File: src/rtl/pfc_pkg.sv
`default_nettype none

package pfc_pkg;

  localparam int FmtW = 4;

  localparam logic [FmtW-1:0] FMT_ARGB8888 = 4'd0;
  localparam logic [FmtW-1:0] FMT_RGBA8888 = 4'd1;
  localparam logic [FmtW-1:0] FMT_BGRA8888 = 4'd2;
  localparam logic [FmtW-1:0] FMT_RGB24    = 4'd3;
  localparam logic [FmtW-1:0] FMT_BGR24    = 4'd4;
  localparam logic [FmtW-1:0] FMT_RGB565   = 4'd5;
  localparam logic [FmtW-1:0] FMT_ARGB1555 = 4'd6;
  localparam logic [FmtW-1:0] FMT_RGBA4444 = 4'd7;
  localparam logic [FmtW-1:0] FMT_GRAY8    = 4'd8;

  localparam logic REG_SOURCE_FORMAT = 1'b0;
  localparam logic REG_TARGET_FORMAT = 1'b1;

  typedef struct packed {
    logic [31:0] pixel_in;
    logic        last_in;
  } pfc_in_t;

  typedef struct packed {
    logic [31:0] pixel_out;
    logic        last_out;
  } pfc_out_t;

endpackage

`default_nettype wire

File: src/rtl/pixel_format_converter.sv
`default_nettype none

// Channel   Direction  Handshake                  Payload
// in        input      in_valid_i / in_ready_o    in_word_i   (pfc_in_t)
// out       output     out_valid_o / out_ready_i  out_word_o  (pfc_out_t)
// config    input      psel/penable/pwrite/pready paddr, pwdata, prdata
//
// A word passes an input register and then a result register; out_valid_o rises
// when it reaches the result register. One word can be accepted every cycle while
// the output does not stall. A single conversion stage lies between the registers.
// When the output stalls, both registers fill and in_ready_o drops after that.
// Reset clears both valid flags and sets both format registers to ARGB8888.

module pixel_format_converter
  import pfc_pkg::*;
(
  input  wire logic           clk_i,
  input  wire logic           rst_ni,
  input  wire logic           in_valid_i,
  output logic                in_ready_o,
  input  wire pfc_in_t        in_word_i,
  output logic                out_valid_o,
  input  wire logic           out_ready_i,
  output pfc_out_t            out_word_o,
  input  wire logic           psel,
  input  wire logic           penable,
  input  wire logic           pwrite,
  input  wire logic [2:0]     paddr,
  input  wire logic [31:0]    pwdata,
  output logic [31:0]         prdata,
  output logic                pready
);

  logic [FmtW-1:0] src_fmt_q, dst_fmt_q;
  logic            cfg_wr;
  logic            s1_valid_q, s2_valid_q;
  pfc_in_t         s1_q;
  pfc_out_t        s2_q;
  logic            s1_load, s2_load;
  logic [31:0]     conv_pixel;

  assign pready = 1'b1;
  assign cfg_wr = psel && penable && pwrite;

  always_ff @(posedge clk_i or negedge rst_ni) begin
    if (!rst_ni) begin
      src_fmt_q <= FMT_ARGB8888;
      dst_fmt_q <= FMT_ARGB8888;
    end else if (cfg_wr) begin
      if (paddr[2] == REG_SOURCE_FORMAT) begin
        src_fmt_q <= pwdata[FmtW-1:0];
      end else begin
        dst_fmt_q <= pwdata[FmtW-1:0];
      end
    end
  end

  assign prdata = (paddr[2] == REG_SOURCE_FORMAT) ? {28'h0, src_fmt_q} : {28'h0, dst_fmt_q};

  assign s2_load    = s1_valid_q && (!s2_valid_q || out_ready_i);
  assign in_ready_o = !s1_valid_q || !s2_valid_q || out_ready_i;
  assign s1_load    = in_valid_i && in_ready_o;

  always_ff @(posedge clk_i or negedge rst_ni) begin
    if (!rst_ni) begin
      s1_valid_q <= 1'b0;
      s2_valid_q <= 1'b0;
    end else begin
      if (s1_load) begin
        s1_valid_q <= 1'b1;
      end else if (s2_load) begin
        s1_valid_q <= 1'b0;
      end
      if (s2_load) begin
        s2_valid_q <= 1'b1;
      end else if (out_ready_i) begin
        s2_valid_q <= 1'b0;
      end
    end
  end

  always_ff @(posedge clk_i) begin
    if (s1_load) begin
      s1_q <= in_word_i;
    end
    if (s2_load) begin
      s2_q.pixel_out <= conv_pixel;
      s2_q.last_out  <= s1_q.last_in;
    end
  end

  pfc_convert u_convert (
    .src_fmt_i (src_fmt_q),
    .dst_fmt_i (dst_fmt_q),
    .pixel_i   (s1_q.pixel_in),
    .pixel_o   (conv_pixel)
  );

  assign out_valid_o = s2_valid_q;
  assign out_word_o  = s2_q;

  a_accept_fills_s1: assert property (@(posedge clk_i) disable iff (!rst_ni)
    s1_load |=> s1_valid_q)
    else $error("accepted word did not reach the input register");

  a_s2_load_fills_out: assert property (@(posedge clk_i) disable iff (!rst_ni)
    s2_load |=> out_valid_o && (out_word_o.last_out == $past(s1_q.last_in)))
    else $error("result register lost a word or its last flag");

  a_ready_low_only_full: assert property (@(posedge clk_i) disable iff (!rst_ni)
    !in_ready_o |-> s1_valid_q && s2_valid_q && !out_ready_i)
    else $error("input stalled while the pipeline had room");

  a_src_written: assert property (@(posedge clk_i) disable iff (!rst_ni)
    cfg_wr && (paddr[2] == REG_SOURCE_FORMAT) |=> src_fmt_q == $past(pwdata[FmtW-1:0]))
    else $error("source format register not written");

endmodule

`default_nettype wire

File: src/rtl/pfc_convert.sv
`default_nettype none

module pfc_convert
  import pfc_pkg::*;
(
  input  wire logic [FmtW-1:0] src_fmt_i,
  input  wire logic [FmtW-1:0] dst_fmt_i,
  input  wire logic [31:0]     pixel_i,
  output logic      [31:0]     pixel_o
);

  localparam logic [23:0] LumaR = 24'd19595;
  localparam logic [23:0] LumaG = 24'd38470;
  localparam logic [23:0] LumaB = 24'd7471;

  logic [7:0]  a, r, g, b;
  logic [15:0] w;
  logic [23:0] luma;

  assign w = pixel_i[15:0];

  always_comb begin
    a = 8'hFF;
    r = pixel_i[15:8];
    g = pixel_i[23:16];
    b = pixel_i[31:24];
    case (src_fmt_i)
      FMT_RGBA8888: begin
        r = pixel_i[7:0];
        g = pixel_i[15:8];
        b = pixel_i[23:16];
        a = pixel_i[31:24];
      end
      FMT_BGRA8888: begin
        b = pixel_i[7:0];
        g = pixel_i[15:8];
        r = pixel_i[23:16];
        a = pixel_i[31:24];
      end
      FMT_RGB24: begin
        r = pixel_i[7:0];
        g = pixel_i[15:8];
        b = pixel_i[23:16];
      end
      FMT_BGR24: begin
        b = pixel_i[7:0];
        g = pixel_i[15:8];
        r = pixel_i[23:16];
      end
      FMT_RGB565: begin
        r = {w[15:11], w[15:13]};
        g = {w[10:5], w[10:9]};
        b = {w[4:0], w[4:2]};
      end
      FMT_ARGB1555: begin
        r = {w[14:10], 3'b000};
        g = {w[9:5], 3'b000};
        b = {w[4:0], 3'b000};
        a = {8{w[15]}};
      end
      FMT_RGBA4444: begin
        r = {w[15:12], 4'h0};
        g = {w[11:8], 4'h0};
        b = {w[7:4], 4'h0};
        a = {w[3:0], 4'h0};
      end
      FMT_GRAY8: begin
        r = pixel_i[7:0];
        g = pixel_i[7:0];
        b = pixel_i[7:0];
      end
      default: begin
        a = pixel_i[7:0];
      end
    endcase
  end

  // The weights sum to 65536, so the sum never exceeds 24 bits.
  assign luma = LumaR * {16'h0, r} + LumaG * {16'h0, g} + LumaB * {16'h0, b};

  always_comb begin
    case (dst_fmt_i)
      FMT_RGBA8888: pixel_o = {a, b, g, r};
      FMT_BGRA8888: pixel_o = {a, r, g, b};
      FMT_RGB24:    pixel_o = {8'h00, b, g, r};
      FMT_BGR24:    pixel_o = {8'h00, r, g, b};
      FMT_RGB565:   pixel_o = {16'h0000, r[7:3], g[7:2], b[7:3]};
      FMT_ARGB1555: pixel_o = {16'h0000, a[7], r[7:3], g[7:3], b[7:3]};
      FMT_RGBA4444: pixel_o = {16'h0000, r[7:4], g[7:4], b[7:4], a[7:4]};
      FMT_GRAY8:    pixel_o = {24'h000000, luma[23:16]};
      default:      pixel_o = {b, g, r, a};
    endcase
  end

endmodule

`default_nettype wire
File: config.mk
export PLATFORM = sky130hd
export DESIGN_NAME = pixel_format_converter
export DESIGN_NICKNAME = d
export VERILOG_FILES = /design/src/rtl/pfc_pkg.sv /design/src/rtl/pixel_format_converter.sv /design/src/rtl/pfc_convert.sv
export SDC_FILE = /design/constraint.sdc
export NUM_CORES = 1
export LEC_CHECK = 0
export BUFFER_PORTS_ARGS = -buffer_cell sky130_fd_sc_hd__buf_2
export CORE_UTILIZATION = 42
export DETAILED_ROUTE_END_ITERATION = 12
export GPL_TIMING_DRIVEN = 0
export SLEW_MARGIN = 10
export SYNTH_ARGS = -nofsm -noshare
export SYNTH_HDL_FRONTEND = slang
export SYNTH_SLANG_ARGS = --single-unit
File: constraint.sdc
create_clock -name clk_i -period 12.61 [get_ports clk_i]
set_input_delay 2.522 -clock clk_i [delete_from_list [all_inputs] [get_ports clk_i]]
set_output_delay 2.522 -clock clk_i [all_outputs]
set_load 0.005 [all_outputs]
==> impl_metrics.json, run 1 <==
{
  "grt.total_usage_pct": 23.4,
  "routed_wl_mm": 29.6,
  "grt_first_pass_wirelength_mm": 46.5,
  "clkTransAtPathRegs_ns": 0.06,
  "timing.rr.end": "out_word_o[6]$_DFFE_PP_",
  "tritoncts": "done",
  "worstSetupEndpointType": "register",
  "skew_ns": 0.0132,
  "worstSetupPathType": "register to register",
  "clk_latency_ns": 0.35,
  "synth_cell_type_count": 75,
  "cts_buffer_depth": 2,
  "hp-class": "register to register",
  "boundaryPins": 143,
  "cpPeakStageDelay_ns": 0.85,
  "hold_viol": 0,
  "grt-ovfl-total": 0,
  "die_w_um": 162,
  "die-area_um2": 26100,
  "fin_setup_tns_ns": 0,
  "rsz0062_at_grt": "no",
  "grt_pass1_vias": 8508,
  "wl_met1_mm": 13.0,
  "hold_path_depth": 0,
  "drv_slew": 0,
  "synth_area_leader_cell": "fa_1",
  "avgSynthCellArea_um2": 9.79,
  "vias": 8467,
  "layout.nets": 1568,
  "wl_per_cell_um": 19.1,
  "diodes": 0,
  "first_iter_violations": 831,
  "cts_root_buf": "clkbuf_16",
  "synth_top_area_share_pct": 22.1,
  "path_max_fanout": 10,
  "cp.arrival_ns": 11.11,
  "grt_max_degree": 34,
  "yosysMostFrequentCell": "inv_1",
  "cpLargestDelayFamily": "adder cells",
  "r2r_cells": 39,
  "setup_viol": 0,
  "sequential_cell_area_um2": 2230,
  "cp_data_required_time_ns": 12.69,
  "area_growth_syn_to_layout_pct": 12.3,
  "finalCriticalPeriod_ns": 11.03,
  "antenna_found_initial": 0,
  "status": "finished, final reports clean",
  "critPathBufInv": 9,
  "antenna_left": 0,
  "clock-sinks": 76,
  "placementRows": 58,
  "maxCapViolCount": 0,
  "fin_crit_sh_pct": 87.4,
  "top_layer": "met4",
  "async_flop_share_pct": 13.2,
  "worst-path-stages": 39,
  "synth_common_cells": "inv_1 (240), ha_1 (155), fa_1 (118)",
  "fmax_ghz": 0.0907,
  "r2r_start": "src_fmt_q[0]$_DFFE_PN0P_",
  "hpwl_mm": 24.6,
  "ys_ff_latch": 76,
  "cts_setup_buffers": 0,
  "drt-vias-per-instance": 5.45,
  "nFillCells": 2401,
  "place_congestion": 0.965,
  "cts_hold_buf": 0,
  "yosys_warnings": 0,
  "rrSetupSlack_ns": 1.58,
  "syn-cell-area_um2": 10700,
  "whs_endpoint": "out_word_o[0]$_DFFE_PP_",
  "met2_length_mm": 13.2,
  "layout-drive-gt1-share_pct": 14.5,
  "maxSlewHeadroom_pct": 19.4,
  "cts_resized": 0,
  "start_kind": "register",
  "synth-edff-count": 66,
  "dr.pass1.iters": 9,
  "h-tree-depth": 3,
  "hp-start": "s1_q[0]$_DFFE_PP_",
  "initial_core_util_pct": 42.6,
  "die_h_um": 162,
  "yosys_most_used_dff": "edfxtp_1",
  "multiInputGateArea_um2": 7350,
  "cts-buffers-inserted": 9,
  "slowest_stage": "a211oi_1",
  "ys_seq_area_share_pct": 20.9,
  "io_buffers": 83,
  "yosys-top-cells-area": "fa_1 (22%), edfxtp_1 (19%), ha_1 (18%)",
  "worstMarginPinSlew_ns": 1.20,
  "core-area_um2": 25100,
  "met3_length_mm": 2.59,
  "netlist_instances": 1092,
  "drc_errors": 0
}
==> worst reg2reg max path, delay by kind of cell (launching register included) <==
family | cells | cell delay [ns]
buffers and inverters | 9 | 1.76
adders and majority gates | 9 | 4.12
xor gates and xnor gates | 2 | 0.32
muxes | 1 | 0.36
DFF | 1 | 0.42
and+or+nand+nor | 5 | 0.92
AOI/OAI and AO/OA | 13 | 2.87
==> sequential cells by signal, indices dropped and copies added (netlist names) <==
register	count
dst_fmt_q	4
out_valid_o	1
out_word_o	33
s1_q	33
s1_valid_q	1
src_fmt_q	4
==> area by class of cell <==
cell class                 count  area share (%)
sequential                    76            18.6
clock buffer                  11            1.94
clock inverter                 5           0.636
inverter                     240            7.50
tap                          330            3.44
buffer                        58            2.82
timing repair buffer          90            3.83
multi-input combinational    745            61.2
==> routing by layer <==
| metal | GRT usage [%] | vias up |
|---|---|---|
| met3 | 6.14 | 72 |
| li1 | - | 3936 |
| met2 | 36.3 | 401 |
| met4 | 6.65 | 0 |
| met1 | 32.1 | 4058 |
| met5 | 0 | - |
==> cell usage in the layout (no fill, tap or decap), types with 11 or more instances in the layout <==
cell type / Yosys / final
inv_1: 240 / 240
ha_1: 155 / 155
fa_1: 118 / 118
buf_2: 4 / 90
edfxtp_1: 66 / 66
nand2_1: 43 / 43
nor2_1: 42 / 42
a21oi_1: 40 / 40
o21ai_0: 36 / 34
buf_4: 29 / 33
conb_1: 2 / 29
o22ai_1: 23 / 23
clkbuf_1: 20 / 22
a22oi_1: 21 / 21
xnor2_1: 15 / 15
mux2_2: 15 / 15
a21o_1: 14 / 14
nor3_1: 13 / 13
nand3_1: 13 / 13
xor2_1: 12 / 12
a221oi_1: 13 / 11
==> kinds of logic (layout without fill, tap and decap cells) <==
kind of cell               count (synthesis)  in the layout  share of synthesized area (%)
buffers and inverters                    298            404                           11.6
adders and majority gates                273            273                           40.2
AOI/OAI and AO/OA                        231            231                           15.4
and+or+nand+nor                          168            168                           7.89
DFF                                       76             76                           20.9
xor gates and xnor gates                  27             27                           2.21
muxes                                     17             17                           1.77
other                                      2             29                         0.0702
==> how the worst max path moves through the flow <==
stage | from | end | slack [ns]
floorplan | src_fmt_q[0]$_DFFE_PN0P_ | out_word_o[6]$_DFFE_PP_ | 3.41
global placement | src_fmt_q[0]$_DFFE_PN0P_ | out_word_o[6]$_DFFE_PP_ | 1.64
detailed placement | src_fmt_q[0]$_DFFE_PN0P_ | out_word_o[6]$_DFFE_PP_ | 1.63
CTS | src_fmt_q[0]$_DFFE_PN0P_ | out_word_o[6]$_DFFE_PP_ | 1.60
global route | src_fmt_q[0]$_DFFE_PN0P_ | out_word_o[6]$_DFFE_PP_ | 0.96
finish | src_fmt_q[0]$_DFFE_PN0P_ | out_word_o[6]$_DFFE_PP_ | 1.58
==> metrics by stage <==
| stage | worst slack, ns | util (%) | instance area (µm²) | std cells | hold slack (ns) |
|---|---|---|---|---|---|
| 2_1_floorplan | 3.41 | - | 10800 | 1119 | 0.400 |
| 3_3_place_gp | 1.64 | 46.3 | 11600 | 1532 | 0.401 |
| 6_report | 1.58 | 47.8 | 12000 | 1555 | 0.471 |
| 3_5_place_dp | 1.63 | 46.6 | 11700 | 1538 | 0.449 |
| 5_1_grt | 0.962 | 47.8 | 12000 | 1555 | 0.458 |
| 4_1_cts | 1.60 | 47.8 | 12000 | 1554 | 0.464 |
Power of run 1 is left out: the tool's default activity adds up to more than one toggle a clock period on the data nets, which glitch-free logic cannot reach.
==> run 2, diff against run 1 <==
--- a/config.mk
+++ b/config.mk
@@ -6,9 +6,12 @@
 export NUM_CORES = 1
 export LEC_CHECK = 0
 export BUFFER_PORTS_ARGS = -buffer_cell sky130_fd_sc_hd__buf_2
-export CORE_UTILIZATION = 42
+export CELL_PAD_IN_SITES_DETAIL_PLACEMENT = 0
+export CELL_PAD_IN_SITES_GLOBAL_PLACEMENT = 2
+export CORE_UTILIZATION = 38
 export DETAILED_ROUTE_END_ITERATION = 12
 export GPL_TIMING_DRIVEN = 0
+export PLACE_DENSITY_LB_ADDON = 0.1
 export SLEW_MARGIN = 10
 export SYNTH_ARGS = -nofsm -noshare
 export SYNTH_HDL_FRONTEND = slang
==> run 2 against run 1 <==
  * First-iteration DRC count fell by 30%
  * Wire length rose by 13%
  * Sequential share of layout area barely moved
  * Critical path type unchanged
==> impl_metrics.json, run 2 (synthesis results as in run 1) <==
{
  "status": "finished, final reports clean",
  "worstSetupEndpointType": "register",
  "maxSlewHeadroom_pct": 13.2,
  "routed_wl_mm": 33.4,
  "cts_root_buf": "clkbuf_16",
  "slowest_stage": "a211oi_1",
  "vias": 8411,
  "start_kind": "register",
  "layout_commonest_cell": "inv_1",
  "drt-vias-per-instance": 5.25,
  "hold_viol": 0,
  "nFillCells": 2755,
  "cts-buffers-inserted": 9,
  "first_iter_violations": 582,
  "placementRows": 61,
  "final_cell_mix": "inv_1 (240), ha_1 (155), fa_1 (118)",
  "rsz0062_at_grt": "no",
  "die_w_um": 170,
  "clk_latency_ns": 0.35,
  "worstMarginPinSlew_ns": 1.30,
  "initial_core_util_pct": 38.6,
  "finalCriticalPeriod_ns": 11.12,
  "hpwl_mm": 27.3,
  "setup_viol": 0,
  "h-tree-depth": 3,
  "drc_errors": 0,
  "path_max_fanout": 10,
  "cp.arrival_ns": 11.21,
  "wl_per_cell_um": 20.8,
  "r2r_cells": 39,
  "fin_setup_tns_ns": 0,
  "grt_max_degree": 34,
  "maxCapViolCount": 0,
  "diodes": 0,
  "die_h_um": 170,
  "grt.total_usage_pct": 23.9,
  "place_congestion": 0.906,
  "boundaryPins": 143,
  "cts_resized": 0,
  "fin_crit_sh_pct": 88.2,
  "skew_ns": 0.00766,
  "rrSetupSlack_ns": 1.49,
  "cp_data_required_time_ns": 12.70,
  "area_growth_syn_to_layout_pct": 12.6,
  "cts_hold_buf": 0,
  "hp-class": "register to register",
  "grt-ovfl-total": 0,
  "cpPeakStageDelay_ns": 0.59,
  "hold_path_depth": 0,
  "antenna_found_initial": 0,
  "tritoncts": "done",
  "cts_setup_buffers": 0,
  "antenna_left": 0,
  "worstSetupPathType": "register to register",
  "drv_slew": 0,
  "die-area_um2": 28800,
  "grt_pass1_vias": 8285,
  "core-area_um2": 27700,
  "clkTransAtPathRegs_ns": 0.06,
  "layout-drive-gt1-share_pct": 14.4,
  "layout.nets": 1568,
  "io_buffers": 83,
  "fmax_ghz": 0.0899,
  "cts_buffer_depth": 2,
  "clock-sinks": 76,
  "dr.pass1.iters": 7,
  "grt_first_pass_wirelength_mm": 50.3
}
[run 2: per-layer routing]
metal | vias to the layer above | global-route usage (%) | share of wire [%]
met2 | 287 | 38.1 | 46
met4 | 0 | 7.32 | 2.9
met5 | - | 0 | 0
met3 | 57 | 2.99 | 5.4
li1 | 3935 | - | -
met1 | 4132 | 33.7 | 46
[run 2: worst max-delay path, delay by kind of cell (launching register included)]
family,cells,cell delay [ns]
and+or+nand+nor,5,1.04
adders and majority gates,9,3.85
muxes,1,0.36
xor gates and xnor gates,2,0.57
DFF,1,0.44
buffers and inverters,9,1.80
AOI/OAI and AO/OA,13,2.77
[run 2: stage by stage]
step,util (%),cells,setup WS [ns],hold slack (ns),cell area [µm²]
after detailed placement,42.4,1586,1.32,0.433,11800
after floorplan,-,1119,3.41,0.400,10800
after CTS,43.4,1602,1.25,0.449,12000
final,43.4,1603,1.49,0.443,12000
after global placement,42.2,1580,1.24,0.416,11700
after global routing,43.4,1603,1.05,0.451,12000
[run 2: area by class of cell]
class	instances	area, µm²	share of cell area [%]
Multi-Input combinational cell	745	7340	61.0
Timing Repair Buffer	90	479	3.98
Tap cell	378	473	3.93
Buffer	58	339	2.82
Clock inverter	6	40.0	0.333
Sequential cell	76	2230	18.5
Inverter	240	901	7.49
Clock buffer	10	229	1.90
[run 2: worst paths after layout]
| path | from | end |
|---|---|---|
| hold reg to reg | s1_q[0]$_DFFE_PP_ | out_word_o[0]$_DFFE_PP_ |
| setup / recovery | src_fmt_q[0]$_DFFE_PN0P_ | out_word_o[6]$_DFFE_PP_ |
| setup reg to reg | src_fmt_q[0]$_DFFE_PN0P_ | out_word_o[6]$_DFFE_PP_ |
| max in group asynchronous | rst_ni | dst_fmt_q[0]$_DFFE_PN0P_ |
| min in group asynchronous | rst_ni | out_valid_o$_DFFE_PN0P_ |
| hold / removal | s1_q[0]$_DFFE_PP_ | out_word_o[0]$_DFFE_PP_ |
Power of run 2 is left out for the same reason.
==> run 3, diff against run 2 <==
--- a/config.mk
+++ b/config.mk
@@ -8,7 +8,7 @@
 export BUFFER_PORTS_ARGS = -buffer_cell sky130_fd_sc_hd__buf_2
 export CELL_PAD_IN_SITES_DETAIL_PLACEMENT = 0
 export CELL_PAD_IN_SITES_GLOBAL_PLACEMENT = 2
-export CORE_UTILIZATION = 38
+export CORE_UTILIZATION = 34
 export DETAILED_ROUTE_END_ITERATION = 12
 export GPL_TIMING_DRIVEN = 0
 export PLACE_DENSITY_LB_ADDON = 0.1
==> constraint.sdc (replaced) <==
create_clock -name clk_i -period 9.3 [get_ports clk_i]
set_input_delay 1.86 -clock clk_i [delete_from_list [all_inputs] [get_ports clk_i]]
set_output_delay 1.86 -clock clk_i [all_outputs]
set_load 0.005 [all_outputs]
==> run 3 against run 2 <==
  * The flow now finishes with violations (design-rule violations)
  * Clock skew up 0.013 ns
  * Critical path depth up 1
  * Final cell count up 3.2%
  * Highest routed layer unchanged
  * Hold slack worse by 0.017 ns
  * Core utilization down 2.4 points
  * Sequential share of layout area down 0.87 points
  * Wire length up 5.6%
  * Fmax up 24%
  * Register-to-register slack worse by 1.1 ns
  * Cell area up 4.9%
  * Global-route usage down 1.4 points
  * Count of clock-buffer cells in the layout down 1
==> impl_metrics.json, run 3 (synthesis results as in run 1) <==
{
  "h-tree-depth": 3,
  "final_core_utilization_pct": 41.1,
  "path_max_fanout": 10,
  "die-area_um2": 32200,
  "skew_ns": 0.0203,
  "cts-buffers-inserted": 9,
  "grt.total_usage_pct": 22.5,
  "antenna_left": 0,
  "cts_root_buf": "clkbuf_16",
  "grt_first_pass_wirelength_mm": 52.5,
  "place_congestion": 0.884,
  "initial_core_util_pct": 34.8,
  "hold_viol": 0,
  "cts_hold_buf": 0,
  "cts_buffer_depth": 2,
  "nFillCells": 3133,
  "boundaryPins": 143,
  "worstMarginPinSlew_ns": 1.22,
  "fmax_ghz": 0.112,
  "placedInstanceArea_um2": 11800,
  "area_growth_syn_to_layout_pct": 18.1,
  "fin_crit_sh_pct": 96.1,
  "io_buffers": 83,
  "grt_pass1_vias": 8499,
  "die_w_um": 179,
  "design_area_um2": 12600,
  "hp-class": "register to register",
  "drt-vias-per-instance": 5.10,
  "worstSetupPathType": "register to register",
  "layout_commonest_cell": "inv_1",
  "grt-ovfl-total": 0,
  "routed_wl_mm": 35.2,
  "diodes": 0,
  "clkTransAtPathRegs_ns": 0.08,
  "core-area_um2": 30700,
  "cp.arrival_ns": 9.03,
  "layout.nets": 1601,
  "dr.pass1.iters": 10,
  "clk_latency_ns": 0.36,
  "grt_max_degree": 34,
  "maxSlewHeadroom_pct": 18.1,
  "vias": 8437,
  "die_h_um": 179,
  "antenna_found_initial": 0,
  "worstSetupEndpointType": "register",
  "final_cell_mix": "inv_1 (237), ha_1 (150), fa_1 (118)",
  "drc_errors": 9,
  "finalCriticalPeriod_ns": 8.94,
  "first_iter_violations": 609,
  "wl_per_cell_um": 21.3,
  "hpwl_mm": 28.0,
  "layout-drive-gt1-share_pct": 20.6,
  "clock-sinks": 76,
  "slowest_stage": "fa_1",
  "setup_viol": 0,
  "drv_slew": 0,
  "placementRows": 64,
  "tritoncts": "done",
  "status": "finished with violations",
  "start_kind": "register",
  "cp_data_required_time_ns": 9.40,
  "maxCapViolCount": 0,
  "cpPeakStageDelay_ns": 0.54,
  "violations": "design-rule violations"
}
[run 3: changes by cell type in the layout (fill, tap and decap cells not counted), moves of 3 or more]
cell      previous run  this run
a21oi_1             40        36
a21oi_2              0         4
a221o_1              7         4
a221o_2              0         3
buf_4               32        66
clkbuf_1            21         9
clkbuf_4             0         4
ha_1               155       150
ha_2                 0         3
inv_1              240       237
inv_2                0         3
nor3_4               0         3
o21ai_0             34        30
o21ai_2              2         5
[run 3: timing repair]
item / in CTS / in global routing
pin swaps: 6 / 15
setup endpoints to repair: 8 / 8
resized for setup: 57 / 28
hold endpoints to repair: 0 / 0
buffers inserted: 12 / 20
[run 3: cell type report]
cell class,count,area [µm²],share of cell area [%]
clock inverter,7,80.1,0.634
sequential,76,2230,17.7
inverter,240,901,7.13
timing repair buffer,124,736,5.83
buffer,57,408,3.23
tap,396,495,3.92
clock buffer,9,225,1.78
multi-input combinational,745,7550,59.8
[run 3: worst paths after layout]
kind	start	to	slack, ns	cells past startpoint
setup / recovery	src_fmt_q[1]$_DFFE_PN0P_	out_word_o[8]$_DFFE_PP_	0.36	40
hold / removal	s1_q[0]$_DFFE_PP_	out_word_o[0]$_DFFE_PP_	0.43	0
setup reg to reg	src_fmt_q[1]$_DFFE_PN0P_	out_word_o[8]$_DFFE_PP_	0.36	40
hold reg to reg	s1_q[0]$_DFFE_PP_	out_word_o[0]$_DFFE_PP_	0.43	0
max in group asynchronous	rst_ni	dst_fmt_q[2]$_DFFE_PN0P_	7.71	1
min in group asynchronous	rst_ni	src_fmt_q[0]$_DFFE_PN0P_	1.38	1
[run 3: through the flow]
step	setup TNS [ns]	setup WS, ns	hold slack [ns]	instances
floorplan	0	0.0966	0.400	1119
global placement	-14.87	-2.14	0.406	1598
detailed placement	-14.04	-2.03	0.419	1605
CTS	0	0.00377	0.433	1633
global route	-0.00616	-0.00616	0.452	1654
finish	0	0.364	0.426	1654
[run 3: routing by layer]
metal | part of all wire [%] | up-vias | global-route usage (%) | routed length [µm]
li1 | - | 4000 | - | -
met1 | 47 | 4099 | 31.9 | 16600
met2 | 46 | 292 | 36.5 | 16300
met3 | 4.8 | 46 | 2.97 | 1700
met4 | 1.7 | 0 | 4.83 | 585
met5 | 0 | - | 0 | 0
[run 3: critical path, delay by kind of cell (launching register included)]
kind,cells,cell delay (ns)
adders and majority gates,10,3.64
buffers and inverters,8,0.80
and+or+nand+nor,5,0.99
xor gates and xnor gates,2,0.26
DFF,1,0.37
AOI/OAI and AO/OA,15,2.60
Power of run 3 is left out for the same reason.
